### config.mk
export PLATFORM = sky130hd
export DESIGN_NAME = met_ctrl
export DESIGN_NICKNAME = d
export VERILOG_FILES = /design/src/hw/rtl/met_pkg.sv /design/src/hw/rtl/met_ctrl.sv
export VERILOG_INCLUDE_DIRS = /design/src /design/src/hw/rtl
export SDC_FILE = /design/constraint.sdc
export NUM_CORES = 1
export LEC_CHECK = 0
export ABC_AREA = 1
export BUFFER_PORTS_ARGS = -buffer_cell sky130_fd_sc_hd__buf_2
export CORE_AREA = 4 4 41 43
export CTS_CLUSTER_SIZE = 20
export DETAILED_ROUTE_END_ITERATION = 10
export DIE_AREA = 0 0 45 47
export SETUP_SLACK_MARGIN = 0.02
export SYNTH_ARGS = -nofsm -noshare
export SYNTH_HDL_FRONTEND = slang
export SYNTH_SLANG_ARGS = --single-unit
### constraint.sdc
create_clock -name clk_i -period 2.6 [get_ports clk_i]
set_clock_uncertainty 0.05 [all_clocks]
set_input_delay 0.13 -clock clk_i [delete_from_list [all_inputs] [get_ports clk_i]]
set_output_delay 0.13 -clock clk_i [all_outputs]
set_load 0.02 [all_outputs]
### src/hw/rtl/assert_macros.svh
// Assertion helpers, clocked on clk_i and disabled while rst_ni is low.
`ifndef ASSERT_MACROS_SVH
`define ASSERT_MACROS_SVH

// Property must hold at every edge.
`define ASSERT_CLK(lbl, prop, msg) \
  lbl: assert property (@(posedge clk_i) disable iff (!rst_ni) (prop)) \
    else $error(msg);

// When pre holds, post must hold in the next cycle.
`define ASSERT_NEXT(lbl, pre, post, msg) \
  lbl: assert property (@(posedge clk_i) disable iff (!rst_ni) (pre) |=> (post)) \
    else $error(msg);

`endif

### src/hw/rtl/met_pkg.sv
package met_pkg;

  localparam int unsigned PixW   = 9;
  localparam int unsigned CoordW = 48;
  localparam int unsigned StepW  = 44;
  localparam int unsigned IterW  = 16;
  localparam int unsigned BoundW = 4;
  localparam int unsigned FracW  = 44;
  localparam int unsigned MagW   = 48;
  localparam int unsigned AddrW  = 6;
  localparam int unsigned DataW  = 64;

  // register index codes (paddr[5:3])
  localparam logic [2:0] RegOriginRe  = 3'd0;
  localparam logic [2:0] RegOriginIm  = 3'd1;
  localparam logic [2:0] RegStepRe    = 3'd2;
  localparam logic [2:0] RegStepIm    = 3'd3;
  localparam logic [2:0] RegIterLimit = 3'd4;
  localparam logic [2:0] RegEscBound  = 3'd5;

  // reset values: -2.0 in Q4.44, step 1/120, limit 256, bound 4
  localparam logic [CoordW-1:0] OriginRst = 48'hE000_0000_0000;
  localparam logic [StepW-1:0]  StepRst   = 44'd146601550370;
  localparam logic [IterW-1:0]  LimitRst  = 16'd256;
  localparam logic [BoundW-1:0] BoundRst  = 4'd4;

  typedef struct packed {
    logic [PixW-1:0] pixel_col;
    logic [PixW-1:0] pixel_row;
  } in_word_t;

  typedef struct packed {
    logic [IterW-1:0] iteration_count;
    logic             escaped;
    logic [MagW-1:0]  final_magnitude_sq;
  } out_word_t;

  typedef struct packed {
    logic signed [CoordW-1:0] origin_re;
    logic signed [CoordW-1:0] origin_im;
    logic [StepW-1:0]         step_re;
    logic [StepW-1:0]         step_im;
    logic [IterW-1:0]         iteration_limit;
    logic [BoundW-1:0]        escape_bound;
  } cfg_t;

  typedef struct packed {
    logic load_pix;
    logic map_mul;
    logic map_add;
    logic init_iter;
    logic step;
    logic abs_en;
    logic mul_en;
    logic sum_en;
    logic load_out;
  } cmd_t;

  typedef struct packed {
    logic stop;
  } sts_t;

endpackage

### src/hw/rtl/met_ctrl.sv
`include "assert_macros.svh"

module met_ctrl (
  input  logic          clk_i,
  input  logic          rst_ni,
  input  logic          in_valid_i,
  output logic          in_stall_o,
  output logic          out_valid_o,
  input  logic          out_stall_i,
  input  met_pkg::sts_t sts_i,
  output met_pkg::cmd_t cmd_o
);
  import met_pkg::*;

  localparam logic [2:0] S_IDLE = 3'd0;
  localparam logic [2:0] S_MAPM = 3'd1;
  localparam logic [2:0] S_MAPA = 3'd2;
  localparam logic [2:0] S_CHK  = 3'd3;
  localparam logic [2:0] S_ABS  = 3'd4;
  localparam logic [2:0] S_MUL  = 3'd5;
  localparam logic [2:0] S_SUM  = 3'd6;

  logic [2:0] state_q, state_d;
  logic       out_valid_q, out_valid_d;
  logic       out_free;

  assign out_free    = !out_valid_q || !out_stall_i;
  assign in_stall_o  = (state_q != S_IDLE);
  assign out_valid_o = out_valid_q;

  always_comb begin
    cmd_o   = '0;
    state_d = state_q;
    unique case (state_q)
      S_IDLE: begin
        if (in_valid_i) begin
          cmd_o.load_pix = 1'b1;
          state_d        = S_MAPM;
        end
      end
      S_MAPM: begin
        cmd_o.map_mul = 1'b1;
        state_d       = S_MAPA;
      end
      S_MAPA: begin
        cmd_o.map_add   = 1'b1;
        cmd_o.init_iter = 1'b1;
        state_d         = S_CHK;
      end
      S_CHK: begin
        if (sts_i.stop) begin
          if (out_free) begin
            cmd_o.load_out = 1'b1;
            state_d        = S_IDLE;
          end
        end else begin
          cmd_o.step = 1'b1;
          state_d    = S_ABS;
        end
      end
      S_ABS: begin
        cmd_o.abs_en = 1'b1;
        state_d      = S_MUL;
      end
      S_MUL: begin
        cmd_o.mul_en = 1'b1;
        state_d      = S_SUM;
      end
      S_SUM: begin
        cmd_o.sum_en = 1'b1;
        state_d      = S_CHK;
      end
      default: state_d = S_IDLE;
    endcase
  end

  always_comb begin
    if (cmd_o.load_out) begin
      out_valid_d = 1'b1;
    end else if (!out_stall_i) begin
      out_valid_d = 1'b0;
    end else begin
      out_valid_d = out_valid_q;
    end
  end

  always_ff @(posedge clk_i or negedge rst_ni) begin
    if (!rst_ni) begin
      state_q     <= S_IDLE;
      out_valid_q <= 1'b0;
    end else begin
      state_q     <= state_d;
      out_valid_q <= out_valid_d;
    end
  end

  `ASSERT_CLK(a_load_out_free, cmd_o.load_out |-> (!out_valid_q || !out_stall_i), "result overwritten")
  `ASSERT_NEXT(a_load_sets_valid, cmd_o.load_out, out_valid_q, "loaded result not shown")
  `ASSERT_NEXT(a_accept_maps, (in_valid_i && state_q == S_IDLE), state_q == S_MAPM, "accept lost")

endmodule

==> summary.txt <==
Outcome
  • Status: finished clean

Timing
  • Max-slew violations: 0
  • Final setup vio count: 0
  • Tcrit/Tclk final: 53.0%
  • Minimum clock period: 1.38 ns
  • Relative slew slack: 88.7%
  • Post-Route Setup TNS: 0 ns
  • Final Hold Fails: 0
  • RSZ-0062 raised after global routing: false
  • F_max: 725 MHz
  • Worst hold slack: 0.0896 ns
  • Worst slew pin tran: 0.169 ns

Min path
  • Hold endpoint: state_q[2]
  • Hold Startpoint: sts_i
  • Classification of the worst-slack hold path: input pin to flip-flop
  • Hold path depth: 2

Detailed routing
  • Post-route DRC: 0
  • Via density: 3.86
  • Router iterations before antenna repair: 1
  • Detail Route Antenna Nets: 0
  • Total number of vias: 247
  • Routed wire length: 495 um
  • DRT iter0 DRCs: 0
  • Routed WL per cell: 7.73 um

Floorplanning
  • Die area: 0.00212 mm2
  • Core area: 0.00130 mm2
  • Die Y-Extent: 47 um
  • Die width: 45 um
  • Core Rows: 13
  • I/O pin cnt: 16
  • Starting Density: 17.9%

Logic synthesis
  • Syn Area/Cell: 7.27 um2
  • Mapped cell area: 233 um2
  • Post-synth EDFFs: 0
  • Primary FF master, synth: dfrtp_1
  • Cell taking the most area after synthesis: dfrtp_1
  • Synthesized Nets: 37
  • Top cells by area, synth: dfrtp_1 43%, nor2_1 13%, nand2_1 9.7%
  • Flops & latches, synth: 4
  • Syn Inst Count: 32
  • YS warnings: 0
  • Post-synth top area share: 43.0%
  • FFs w/ async S/R, synth: 100%
  • Synth top cells by count: 8 x nor2_1, 6 x nand2_1, 4 x dfrtp_1, 4 x inv_1, 2 x buf_4
  • Top-count cell post-synth: nor2_1
  • Unique cell type count in the Yosys netlist: 13
  • Sequential element share of the synthesized area: 43.0%

Setup path
  • Terminus of the critical flop-to-flop path: state_q[0]
  • Worst-case reg-to-reg path depth: 4
  • CP endpoint kind: output port
  • CP arrival: 1.20 ns
  • Critical path peak fanout: 6
  • Startpoint types: flip-flop
  • Reg-to-Reg Start: state_q[0]
  • Crit path launch: state_q[0]
  • CP Class: flip-flop to output port
  • R2R Setup Slk: 1.66 ns
  • Critical Path RT: 2.42 ns

Finish
  • ANT cells: 0
  • Share of layout cells above drive strength 1: 40.8%
  • Design Area, Final: 344 um2
  • Fin nets: 56
  • Area delta synth->final: 47.8%

Clocking
  • H-tree depth: 1
  • Hold buffer count at cts: 1
  • CTS tree: done
  • Number of CTS-inserted buffers: 3
  • Deepest clock path buffer count: 2
  • Worst-path clk slew: 0.04 ns
  • # clock sinks: 4
  • Resized cells post-CTS: 0
  • Post-CTS setup buffer count: 0
  • Clk_lat worst skew: 0.23 ns
  • CTS Root Cell: clkbuf_4

Placement
  • Dpl hpwl: 445 um
  • Placed cell area: 312 um2
  • GP Congestion: 0.777
  • PortBufs: 15

Global route
  • Gr ovfl total: 0
  • Antenna violations before repair: 0
  • Total GRT Usage: 5.48%
  • Vias in the first global route: 199
  • Largest net degree at the start of global routing: 7
  • First-pass GRT wire length: 752 um

Power and ir drop
  • Pleak: 0.200 nW
  • Maximum VDD drop: 0.000215 V
  • PwrDens: 1240 mW/mm2

Job
  • Max Cap Viol: 0
-- stage by stage --
stage / cells / worst slack, ns / utilization (%) / power, mW
floorplan: 32 / 1.23 / - / 0.296
global placement: 60 / 1.46 / 23.9 / 0.358
detailed placement: 60 / 1.45 / 23.9 / 0.358
CTS: 64 / 1.20 / 26.4 / 0.439
global route: 64 / 1.13 / 26.4 / 0.472
finish: 64 / 1.22 / 26.4 / 0.428
-- registers in the layout, summed over array words and instances (netlist names) --
signal / cells
out_valid_o: 1
state_q: 3
-- layout by cell type, fill, tap and decap left out --
cell type,synthesis,routed
dlygate4sd3_1,0,1
nand3_1,1,1
or2_1,1,1
a21oi_2,1,1
o21ai_0,1,1
dfrtp_1,4,4
o22ai_1,1,1
buf_2,0,15
clkbuf_4,0,3
nor2_1,8,8
nand3b_1,1,1
inv_1,4,4
nor3_1,1,1
nor2_2,1,1
nand2_1,6,6
-- cells by family after synthesis --
logic type	count (synthesis)	synth area share, %
flip-flops	4	43.0
AO/OA/AOI/OAI	3	8.60
AND/OR/NAND/NOR	19	35.5
buffers and inverters	6	12.9
-- per-layer routing --
metal  GRT usage (%)  share of wire [%]
met3            3.45                 13
met4            5.26                  0
met1            5.99                 42
met2            7.06                 45
met5               0                  0
-- worst max-delay path, stage by stage, from the launching register on --
cell and delay [ns]:
dfrtp_1 0.41, or2_1 0.27, nor2_1 0.11, buf_2 0.18
-- where the power goes --
group          switching [mW]  total (mW)  internal (mW)
sequential             0.0293       0.120         0.0906
combinational           0.155       0.233         0.0781
clock                  0.0234      0.0749         0.0515
total                   0.208       0.428          0.220
-- worst max-delay path by stage --
stage,to,slack (ns),cells after the start
after floorplan,cmd_o[6],1.23,3
after CTS,cmd_o[5],1.20,3
after detailed placement,cmd_o[5],1.45,4
after global placement,cmd_o[5],1.46,4
final,cmd_o[5],1.22,3
after global routing,cmd_o[5],1.13,4
-- layout make-up --
class	count	area, um2
fill	167	957
clock buffer	3	22.5
tap	15	18.8
timing repair buffer	16	85.1
multi-input combinational	22	103
sequential	4	100
inverter	4	15.0
No activity file was read; power rests on OpenSTA's default activity.
