$ cat src/hw/rtl/assert_macros.svh
// Assertion helpers, clocked on clk_i and disabled while rst_ni is low.
`ifndef ASSERT_MACROS_SVH
`define ASSERT_MACROS_SVH

// Property must hold at every edge.
`define ASSERT_CLK(lbl, prop, msg) \
  lbl: assert property (@(posedge clk_i) disable iff (!rst_ni) (prop)) \
    else $error(msg);

// When pre holds, post must hold in the next cycle.
`define ASSERT_NEXT(lbl, pre, post, msg) \
  lbl: assert property (@(posedge clk_i) disable iff (!rst_ni) (pre) |=> (post)) \
    else $error(msg);

`endif

$ cat src/hw/rtl/met_pkg.sv
package met_pkg;

  localparam int unsigned PixW   = 9;
  localparam int unsigned CoordW = 48;
  localparam int unsigned StepW  = 44;
  localparam int unsigned IterW  = 16;
  localparam int unsigned BoundW = 4;
  localparam int unsigned FracW  = 44;
  localparam int unsigned MagW   = 48;
  localparam int unsigned AddrW  = 6;
  localparam int unsigned DataW  = 64;

  // register index codes (paddr[5:3])
  localparam logic [2:0] RegOriginRe  = 3'd0;
  localparam logic [2:0] RegOriginIm  = 3'd1;
  localparam logic [2:0] RegStepRe    = 3'd2;
  localparam logic [2:0] RegStepIm    = 3'd3;
  localparam logic [2:0] RegIterLimit = 3'd4;
  localparam logic [2:0] RegEscBound  = 3'd5;

  // reset values: -2.0 in Q4.44, step 1/120, limit 256, bound 4
  localparam logic [CoordW-1:0] OriginRst = 48'hE000_0000_0000;
  localparam logic [StepW-1:0]  StepRst   = 44'd146601550370;
  localparam logic [IterW-1:0]  LimitRst  = 16'd256;
  localparam logic [BoundW-1:0] BoundRst  = 4'd4;

  typedef struct packed {
    logic [PixW-1:0] pixel_col;
    logic [PixW-1:0] pixel_row;
  } in_word_t;

  typedef struct packed {
    logic [IterW-1:0] iteration_count;
    logic             escaped;
    logic [MagW-1:0]  final_magnitude_sq;
  } out_word_t;

  typedef struct packed {
    logic signed [CoordW-1:0] origin_re;
    logic signed [CoordW-1:0] origin_im;
    logic [StepW-1:0]         step_re;
    logic [StepW-1:0]         step_im;
    logic [IterW-1:0]         iteration_limit;
    logic [BoundW-1:0]        escape_bound;
  } cfg_t;

  typedef struct packed {
    logic load_pix;
    logic map_mul;
    logic map_add;
    logic init_iter;
    logic step;
    logic abs_en;
    logic mul_en;
    logic sum_en;
    logic load_out;
  } cmd_t;

  typedef struct packed {
    logic stop;
  } sts_t;

endpackage

$ cat src/hw/rtl/met_regs.sv
module met_regs (
  input  logic                   clk_i,
  input  logic                   rst_ni,
  input  logic                   psel,
  input  logic                   penable,
  input  logic                   pwrite,
  input  logic [met_pkg::AddrW-1:0] paddr,
  input  logic [met_pkg::DataW-1:0] pwdata,
  output logic [met_pkg::DataW-1:0] prdata,
  output logic                   pready,
  output met_pkg::cfg_t          cfg_o
);
  import met_pkg::*;

  cfg_t       cfg_q;
  logic [2:0] idx;
  logic       wr_en;

  assign idx    = paddr[AddrW-1:3];
  assign wr_en  = psel && penable && pwrite;
  assign pready = 1'b1;
  assign cfg_o  = cfg_q;

  always_ff @(posedge clk_i or negedge rst_ni) begin
    if (!rst_ni) begin
      cfg_q.origin_re       <= OriginRst;
      cfg_q.origin_im       <= OriginRst;
      cfg_q.step_re         <= StepRst;
      cfg_q.step_im         <= StepRst;
      cfg_q.iteration_limit <= LimitRst;
      cfg_q.escape_bound    <= BoundRst;
    end else if (wr_en) begin
      unique case (idx)
        RegOriginRe:  cfg_q.origin_re       <= pwdata[CoordW-1:0];
        RegOriginIm:  cfg_q.origin_im       <= pwdata[CoordW-1:0];
        RegStepRe:    cfg_q.step_re         <= pwdata[StepW-1:0];
        RegStepIm:    cfg_q.step_im         <= pwdata[StepW-1:0];
        RegIterLimit: cfg_q.iteration_limit <= pwdata[IterW-1:0];
        RegEscBound:  cfg_q.escape_bound    <= pwdata[BoundW-1:0];
        default: ;
      endcase
    end
  end

  always_comb begin
    unique case (idx)
      RegOriginRe:  prdata = DataW'(unsigned'(cfg_q.origin_re));
      RegOriginIm:  prdata = DataW'(unsigned'(cfg_q.origin_im));
      RegStepRe:    prdata = DataW'(cfg_q.step_re);
      RegStepIm:    prdata = DataW'(cfg_q.step_im);
      RegIterLimit: prdata = DataW'(cfg_q.iteration_limit);
      RegEscBound:  prdata = DataW'(cfg_q.escape_bound);
      default:      prdata = '0;
    endcase
  end

endmodule

$ cat config.mk
export PLATFORM = sky130hd
export DESIGN_NAME = met_regs
export DESIGN_NICKNAME = d
export VERILOG_FILES = /design/src/hw/rtl/assert_macros.svh /design/src/hw/rtl/met_pkg.sv /design/src/hw/rtl/met_regs.sv
export SDC_FILE = /design/constraint.sdc
export NUM_CORES = 1
export LEC_CHECK = 0
export ABC_AREA = 1
export BUFFER_PORTS_ARGS = -buffer_cell sky130_fd_sc_hd__buf_2
export CAP_MARGIN = 20
export CORE_MARGIN = 1.5
export CORE_UTILIZATION = 54
export DETAILED_ROUTE_END_ITERATION = 6
export PLACE_DENSITY = 0.84
export SYNTH_ARGS = -nofsm -noshare
export SYNTH_HDL_FRONTEND = slang
export SYNTH_SLANG_ARGS = --single-unit
$ cat constraint.sdc
create_clock -name clk_i -period 3.32 [get_ports clk_i]
set_input_delay 0.332 -clock clk_i [delete_from_list [all_inputs] [get_ports clk_i]]
set_output_delay 0.332 -clock clk_i [all_outputs]
set_load 0.01 [all_outputs]
==> flow_metrics.env, run 1 <==
export IMPL_drc=0
export IMPL_synthCells=1251
export IMPL_synthAdderAreaFrac=0
export IMPL_cts_buffers=23
export IMPL_reg2reg_to="cfg_o[29]"
export IMPL_ir_drop_uv=429
export IMPL_drtPass1Iterations=5
export IMPL_setup_viol=0
export IMPL_status="complete, no violations"
export IMPL_place_congestion=0.851
export IMPL_cp_end_kind="output pin"
export IMPL_rsz0062_at_grt="no"
export IMPL_core_rowCount=49
export IMPL_dr_total_vias=9559
export IMPL_die_w_um=138
export IMPL_dr_first_iter_drc_count=703
export IMPL_clk_latency_ns=0.51
export IMPL_r2r_cells=2
export IMPL_min_to="cfg_o[155]"
export IMPL_cp_data_required_time_ns=2.99
export IMPL_ys_ff_latch=204
export IMPL_die_h_um=138
export IMPL_whs_ns=0.0484
export IMPL_cts_reportedPaths_clkPinSlew_ns=0.06
export IMPL_largest_reg_flops=204
export IMPL_hold_viol=0
export IMPL_path_cells="buf_2, inv_4, buf_4, nand2_2, buf_4, nor2_1, nor2_1, nand2_1, buf_2"
export IMPL_final_common_cell="nand2_1"
export IMPL_path_max_fanout=27
export IMPL_synth_top_family_by_area="simple AND/OR/NAND/NOR gates"
export IMPL_pwr_density_cell_mw_per_mm2=627
export IMPL_synth_compound_area_frac=0.140
export IMPL_wl_um=30600
export IMPL_grt_overflow=0
export IMPL_htreeDepth=1
export IMPL_p_leak_nw=6.74
export IMPL_cts_num_sinks=204
export IMPL_antenna_found_initial=2
export IMPL_num_io_pins=344
export IMPL_drv_cap=0
export IMPL_dp_hpwl_um=20200
export IMPL_ant_nets=0
export IMPL_fill_cells=1466
export IMPL_cts_root_buf="clkbuf_16"
export IMPL_final_cell_mix="nand2_1 (335), buf_2 (306), dfrtp_1 (176)"
export IMPL_muxShareOfSynthArea=0
export IMPL_multi_input_area_mm2=0.00354
export IMPL_area_delta_synth_final_pct=23.1
export IMPL_slowest_delay_ns=0.40
export IMPL_track_usage=0.316
export IMPL_tightest_slew_ns=0.742
export IMPL_slew_violations=0
export IMPL_grt_pass1_vias=9219
export IMPL_postPlaceCellArea_mm2=0.0114
export IMPL_postCtsSetupBuffers=0
export IMPL_core_mm2=0.0179
export IMPL_viasPerCell=5.39
export IMPL_design_die_area_mm2=0.0190
export IMPL_min_delay_start="pwdata[47]"
export IMPL_seq_area_frac_synth=0.523
export IMPL_critical_path_arrival_ns=2.27
export IMPL_cts_resized=0
export IMPL_synthSimpleGateAreaFrac=0.212
export IMPL_startpoint_type="input port"
export IMPL_synthXorXnorAreaFrac=0
export IMPL_seqCellArea_mm2=0.00514
export IMPL_r2r_start="cfg_o[29]"
export IMPL_avgSynthCellArea_um2=7.86
export IMPL_totalNegativeSetupSlack_ns=0
export IMPL_grt_max_degree=82
export IMPL_wl_per_cell_um=17.3
export IMPL_final_layout_size_suffix_gt1_frac=0.266
export IMPL_hold_path_class="in -> reg"
export IMPL_nets=1599
export IMPL_synth_area_mm2=0.00983
export IMPL_cts_tree="done"
export IMPL_cp_slowest_cell="buf_4"
export IMPL_fmax_ghz=0.385
export IMPL_post_route_min_period_ns=2.60
export IMPL_path_class="in -> out"
export IMPL_yosys_warnings=0
export IMPL_start_util=0.549
export IMPL_post_route_period_util=0.782
export IMPL_final_area_mm2=0.0121
export IMPL_min_delay_path_depth=3
export IMPL_r2r_slack_ns=2.43
export IMPL_cts_max_path_buffers=3
export IMPL_finalClockSkew_ns=0
export IMPL_io_buffers=307
export IMPL_ys_types=25
export IMPL_grt_pass1_wl_um=46700
export IMPL_relSlewSlack=0.506
synthesized netlist by cell type:
library cell	n	share of area
nand3_2	1	0.0010
conb_1	2	0.00076
buf_6	6	0.0069
nand3_4	3	0.0053
nand2_1	336	0.13
nand3_1	55	0.028
inv_2	3	0.0011
o21ai_0	170	0.087
o21ai_1	65	0.033
buf_4	31	0.024
nand2_2	2	0.0013
nor2_1	75	0.029
buf_2	29	0.015
nand2_4	1	0.0011
nor2_4	1	0.0011
nor2_2	2	0.0013
o21ai_2	4	0.0036
nand4_1	25	0.016
inv_1	171	0.065
dfrtp_1	176	0.45
a21oi_1	33	0.017
clkbuf_1	25	0.0095
buf_1	4	0.0015
inv_4	3	0.0019
dfstp_2	28	0.075
worst max-delay path by stage:
stage | startpoint | end | slack [ns] | cells after the start
after floorplan | paddr[3] | prdata[44] | 1.67 | 6
after global placement | paddr[5] | cfg_o[157] | 0.67 | 7
after detailed placement | paddr[5] | cfg_o[157] | 0.59 | 7
after CTS | paddr[5] | prdata[0] | 0.79 | 9
after global routing | paddr[5] | prdata[1] | 0.61 | 9
final | paddr[5] | prdata[0] | 0.72 | 9
power by group:
group,internal (mW),switching (mW),total [mW]
logic,0.684,1.13,1.81
clock network,1.35,1.03,2.39
registers,3.04,0.367,3.40
cells by family (layout without fill, tap and decap cells):
logic type | after synthesis | count (layout)
simple gates | 501 | 501
other cells | 2 | 19
buf+inv | 272 | 547
flops | 204 | 204
compound gates | 272 | 272
what timing repair did:
item                                   in CTS  in global routing
hold buffers                                1                  0
endpoints found under the hold margin      66                  0
setup endpoints to repair                   0                  0
per-layer routing:
layer	up-vias	track usage	wire length [um]	part of all wire
met5	-	0	0	0
met4	0	0.148	1120	0.037
met3	96	0.0640	2790	0.091
met2	484	0.532	14900	0.49
met1	4531	0.390	11800	0.39
li1	4448	-	-	-
cell type report:
cell class	instances	area share
diodes	2	0.000413
clock buffers	35	0.0537
clock inverters	7	0.00351
inverters	177	0.0555
multi-input cells	790	0.293
flip-flops and latches	204	0.424
well taps	229	0.0237
repair buffers	328	0.146
worst max-delay path: cells and delay by family:
kind,cells,cell delay (ns)
buf+inv,5,1.37
simple gates,4,0.55
through the flow:
stage	worst slack, ns	power (mW)	util	std cells
floorplan	1.67	4.31	-	1266
global placement	0.673	5.16	0.637	1727
detailed placement	0.593	5.23	0.637	1727
CTS	0.785	7.62	0.676	1770
global route	0.608	7.98	0.676	1772
finish	0.723	7.60	0.676	1772
Power figures use the tool's default switching activity.
==> inputs of run 2 (changes only) <==
ABC_AREA = 0   (was 1)
CORE_UTILIZATION = 50   (was 54)
PLACE_DENSITY = 0.79   (was 0.84)
clock period = 2.6 ns   (was 3.32 ns; I/O delays follow)
==> flow_metrics.env, run 2 <==
export IMPL_status="complete, no violations"
export IMPL_totalNegativeSetupSlack_ns=0
export IMPL_cts_reportedPaths_clkPinSlew_ns=0.06
export IMPL_ant_nets=0
export IMPL_yosysTopAreaCellShare=0.462
export IMPL_area_delta_synth_final_pct=27.6
export IMPL_place_congestion=0.788
export IMPL_start_util=0.510
export IMPL_r2r_start="cfg_o[122]"
export IMPL_die_h_um=141
export IMPL_crit_buf_inv=3
export IMPL_final_layout_size_suffix_gt1_frac=0.654
export IMPL_diodes=0
export IMPL_ys_ff_latch=204
export IMPL_nets=1019
export IMPL_grt_overflow=0
export IMPL_cts_buffers=22
export IMPL_synth_area_leaders="dfrtp_1 (46%), mux2_2 (21%), dfstp_2 (7.7%)"
export IMPL_largest_reg_flops=204
export IMPL_final_common_cell="buf_2"
export IMPL_tightest_slew_ns=0.651
export IMPL_min_delay_start="pwdata[40]"
export IMPL_core_rowCount=50
export IMPL_cp_end_kind="output pin"
export IMPL_synthCells=633
export IMPL_fill_cells=1377
export IMPL_path_cells="buf_4, buf_4, nor2b_1, a22oi_1, o22ai_1, buf_2"
export IMPL_path_max_fanout=32
export IMPL_multi_input_area_mm2=0.00410
export IMPL_place_inst=1149
export IMPL_cp_slowest_cell="buf_4"
export IMPL_final_cells=1194
export IMPL_drtPass1Iterations=4
export IMPL_synth_area_mm2=0.00954
export IMPL_yosysTopAreaCell="dfrtp_1"
export IMPL_antenna_found_initial=0
export IMPL_slew_violations=0
export IMPL_rsz0062_at_grt="no"
export IMPL_seqCellArea_mm2=0.00514
export IMPL_dr_total_vias=6620
export IMPL_synth_edf_count=0
export IMPL_crit_family="buffers and inverters"
export IMPL_intPower_mw=7.16
export IMPL_drv_cap=0
export IMPL_htreeDepth=1
export IMPL_synth_flop_cell="dfrtp_1"
export IMPL_pwr_share_clk=0.321
export IMPL_dp_hpwl_um=16700
export IMPL_design_die_area_mm2=0.0199
export IMPL_synthTopCellsByCount="mux2_2 (182), dfrtp_1 (176), nor2b_1 (31)"
export IMPL_finalClockSkew_ns=0
export IMPL_pwr_density_cell_mw_per_mm2=824
export IMPL_relSlewSlack=0.566
export IMPL_grt_max_degree=80
export IMPL_post_route_period_util=0.814
export IMPL_p_sw_mw=2.87
export IMPL_grt_pass1_wl_um=38000
export IMPL_post_route_min_period_ns=2.12
export IMPL_postCtsSetupBuffers=0
export IMPL_swShare=0.286
export IMPL_setup_viol=0
export IMPL_die_w_um=141
export IMPL_cp_data_required_time_ns=2.34
export IMPL_ir_drop_uv=694
export IMPL_critical_path_arrival_ns=1.86
export IMPL_path_class="in -> out"
export IMPL_ys_types=37
export IMPL_combinationalPowerShare=0.246
export IMPL_yosys_warnings=0
export IMPL_cts_root_buf="clkbuf_16"
export IMPL_startpoint_type="input port"
export IMPL_wl_per_cell_um=20.5
export IMPL_async_flop_share=1.00
export IMPL_p_leak_nw=6.14
export IMPL_crit_start="paddr[3]"
export IMPL_cp_common_cell="buf_4"
export IMPL_yosysMostFrequentCell="mux2_2"
export IMPL_core_mm2=0.0187
export IMPL_hold_viol=0
export IMPL_cts_tree="done"
export IMPL_cts_max_path_buffers=3
export IMPL_avgSynthCellArea_um2=15.1
export IMPL_viasPerCell=5.54
export IMPL_cts_num_sinks=204
export IMPL_grt_pass1_vias=6752
export IMPL_num_io_pins=344
export IMPL_drc=0
export IMPL_slowest_delay_ns=0.46
export IMPL_hold_path_class="in -> reg"
export IMPL_final_cell_mix="buf_2 (304), mux2_2 (182), dfrtp_1 (176)"
export IMPL_power_frac_seq=0.433
export IMPL_io_buffers=307
export IMPL_clk_latency_ns=0.49
export IMPL_wl_um=24500
export IMPL_seq_area_frac_synth=0.539
export IMPL_dr_first_iter_drc_count=214
export IMPL_fmax_ghz=0.472
export IMPL_track_usage=0.241
-- run 2: changes by cell type after synthesis, moves of 24 or more --
cell,before,now
nor2b_1,0,31
o21ai_1,65,0
nand4_1,25,1
o21ai_0,170,10
nand2_1,336,3
mux4_2,0,29
mux2_2,0,182
nor2_1,75,2
nand3_1,55,2
a21oi_1,33,8
inv_1,171,1
-- run 2: cells by family (layout without fill, tap and decap cells) --
kind of cell,count (synthesis),in the layout,share of synthesized area
other,2,17,0.000787
AO/OA/AOI/OAI,48,48,0.0337
AND/OR/NAND/NOR,55,55,0.0383
flip-flops,204,204,0.539
buffers and inverters,61,373,0.0388
multiplexers,263,263,0.350
-- run 2: routing by layer --
| layer | vias to the layer above | part of all wire | track usage |
|---|---|---|---|
| met1 | 3410 | 0.41 | 0.301 |
| met5 | - | 0 | 0 |
| met2 | 260 | 0.50 | 0.415 |
| met4 | 0 | 0.026 | 0.0768 |
| met3 | 45 | 0.070 | 0.0577 |
| li1 | 2905 | - | - |
-- run 2: timing repair --
item                                   in CTS  in global routing
endpoints found under the hold margin      72                  0
gates resized for setup                     0                  0
setup endpoints to repair                   0                  0
hold buffers                                5                  0
-- run 2: final cells by class --
class                           count  area share
Clock buffer                       33      0.0553
Multi-Input combinational cell    383       0.337
Timing Repair Buffer              332       0.154
Clock inverter                      7     0.00730
Sequential cell                   204       0.422
Inverter                            1    0.000308
Tap cell                          234      0.0241
-- run 2: path summary, 6_finish.rpt --
path | to | slack [ns] | cells after the start
min reg2reg | cfg_o[52] | 0.52 | 1
max reg2reg | cfg_o[122] | 1.78 | 1
max | prdata[5] | 0.48 | 6
min in group asynchronous | cfg_o[82] | 0.37 | 2
max in group asynchronous | cfg_o[153] | 1.44 | 3
min | cfg_o[104] | 0.02 | 2
-- run 2: stage by stage --
stage | area (um^2) | power (mW) | worst slack, ns | hold slack [ns] | utilization
finish | 12200 | 10.0 | 0.483 | 0.0242 | 0.651
global route | 12200 | 10.5 | 0.377 | 0.0155 | 0.651
CTS | 12200 | 10.1 | 0.514 | 0.00473 | 0.651
detailed placement | 11400 | 6.87 | 0.528 | 0.343 | 0.607
global placement | 11400 | 6.78 | 0.529 | 0.344 | 0.607
floorplan | 9600 | 5.70 | 1.03 | -0.0356 | -
-- run 2: power groups by stage --
stage	combinational, mW	clock, mW	sequential [mW]
floorplan	1.10	0	4.60
global placement	2.42	0	4.36
detailed placement	2.48	0	4.39
CTS	2.49	3.29	4.35
global route	2.65	3.42	4.43
finish	2.46	3.22	4.35
==> inputs of run 3 (changes only) <==
clock period = 2.1 ns   (was 2.6 ns; I/O delays follow)
==> flow_metrics.env, run 3 (synthesis results as in run 2) <==
export IMPL_status="complete, no violations"
export IMPL_hold_viol=0
export IMPL_core_rowCount=50
export IMPL_multi_input_area_mm2=0.00410
export IMPL_r2r_cells=1
export IMPL_path_class="reg -> out"
export IMPL_cts_root_buf="clkbuf_16"
export IMPL_whs_ns=0.0161
export IMPL_slew_violations=0
export IMPL_io_buffers=307
export IMPL_design_die_area_mm2=0.0199
export IMPL_cp_end_kind="output pin"
export IMPL_area_delta_synth_final_pct=32.0
export IMPL_diodes=0
export IMPL_cts_tree="done"
export IMPL_place_inst=1151
export IMPL_place_congestion=0.773
export IMPL_start_util=0.510
export IMPL_r2r_start="cfg_o[133]"
export IMPL_cts_buffers=23
export IMPL_die_w_um=141
export IMPL_min_delay_path_depth=2
export IMPL_r2r_slack_ns=1.28
export IMPL_ir_drop_uv=781
export IMPL_largest_reg_flops=204
export IMPL_final_layout_size_suffix_gt1_frac=0.626
export IMPL_grt_pass1_vias=7036
export IMPL_fill_cells=1335
export IMPL_p_leak_nw=6.29
export IMPL_grt_overflow=0
export IMPL_final_cell_mix="buf_2 (304), mux2_2 (182), dfrtp_1 (176)"
export IMPL_cts_reportedPaths_clkPinSlew_ns=0.06
export IMPL_seqCellArea_mm2=0.00514
export IMPL_min_to="cfg_o[24]"
export IMPL_drv_cap=0
export IMPL_post_route_min_period_ns=1.91
export IMPL_grt_max_degree=66
export IMPL_min_delay_start="pwdata[4]"
export IMPL_clk_latency_ns=0.50
export IMPL_path_max_fanout=3
export IMPL_wl_um=25700
export IMPL_postCtsSetupBuffers=0
export IMPL_relSlewSlack=0.645
export IMPL_final_cells=1237
export IMPL_reg2reg_to="cfg_o[133]"
export IMPL_cts_num_sinks=204
export IMPL_post_route_period_util=0.909
export IMPL_dr_total_vias=6837
export IMPL_antenna_found_initial=0
export IMPL_startpoint_type="register"
export IMPL_fmax_ghz=0.524
export IMPL_ant_nets=0
export IMPL_finalClockSkew_ns=0
export IMPL_nets=1061
export IMPL_tightest_slew_ns=0.533
export IMPL_fin_util=0.673
export IMPL_grt_pass1_wl_um=39800
export IMPL_fin_ws_ns=0.191
export IMPL_power_mw=12.5
export IMPL_setup_viol=0
export IMPL_viasPerCell=5.53
export IMPL_drc=0
export IMPL_dp_slack_ns=0.226
export IMPL_num_io_pins=344
export IMPL_wl_per_cell_um=20.8
export IMPL_drtPass1Iterations=4
export IMPL_cts_max_path_buffers=3
export IMPL_htreeDepth=1
export IMPL_rsz0062_at_grt="no"
export IMPL_dp_hpwl_um=17000
export IMPL_die_h_um=141
export IMPL_hold_path_class="in -> reg"
export IMPL_final_common_cell="buf_2"
export IMPL_final_area_mm2=0.0126
export IMPL_critical_path_arrival_ns=1.70
export IMPL_pwr_density_cell_mw_per_mm2=989
export IMPL_track_usage=0.256
export IMPL_dr_first_iter_drc_count=228
export IMPL_postPlaceCellArea_mm2=0.0114
export IMPL_totalNegativeSetupSlack_ns=0
export IMPL_cp_data_required_time_ns=1.89
export IMPL_core_mm2=0.0187
run 3: what timing repair did:
item	in CTS	in global routing
hold buffers	44	0
gates resized for setup	0	0
endpoints found under the hold margin	211	0
run 3: cell type report:
class / count / share of cell area
Sequential cell: 204 / 0.408
Multi-Input combinational cell: 383 / 0.325
Timing Repair Buffer: 373 / 0.184
Clock buffer: 33 / 0.0503
Tap cell: 234 / 0.0232
Clock inverter: 9 / 0.00854
Inverter: 1 / 0.000298
run 3: per-layer routing:
layer | vias up | global-route usage | share of wire
met5 | - | 0 | 0
met4 | 0 | 0.0757 | 0.026
met3 | 49 | 0.0540 | 0.060
met2 | 268 | 0.451 | 0.51
met1 | 3524 | 0.318 | 0.41
li1 | 2996 | - | -
run 3: worst max path at each step:
| stage | end | startpoint | depth (start not counted) | slack, ns |
|---|---|---|---|---|
| floorplan | prdata[14] | paddr[3] | 5 | 0.63 |
| finish | prdata[36] | cfg_o[144] | 3 | 0.19 |
| detailed placement | cfg_o[11] | paddr[5] | 6 | 0.23 |
| CTS | prdata[25] | cfg_o[133] | 3 | 0.18 |
| global route | prdata[4] | paddr[3] | 6 | 0.06 |
| global placement | cfg_o[182] | paddr[5] | 5 | 0.25 |
run 3: critical path, stage by stage, from the launching register on:
cell and delay (ns):
dfrtp_1 0.41, mux4_2 0.48, nor2b_1 0.15, buf_2 0.16
run 3: power by group:
part           switching (mW)  internal, mW  leakage, nW
Combinational            1.45          1.68         3.39
Sequential              0.619          4.78         2.54
Clock                    1.57          2.35        0.356
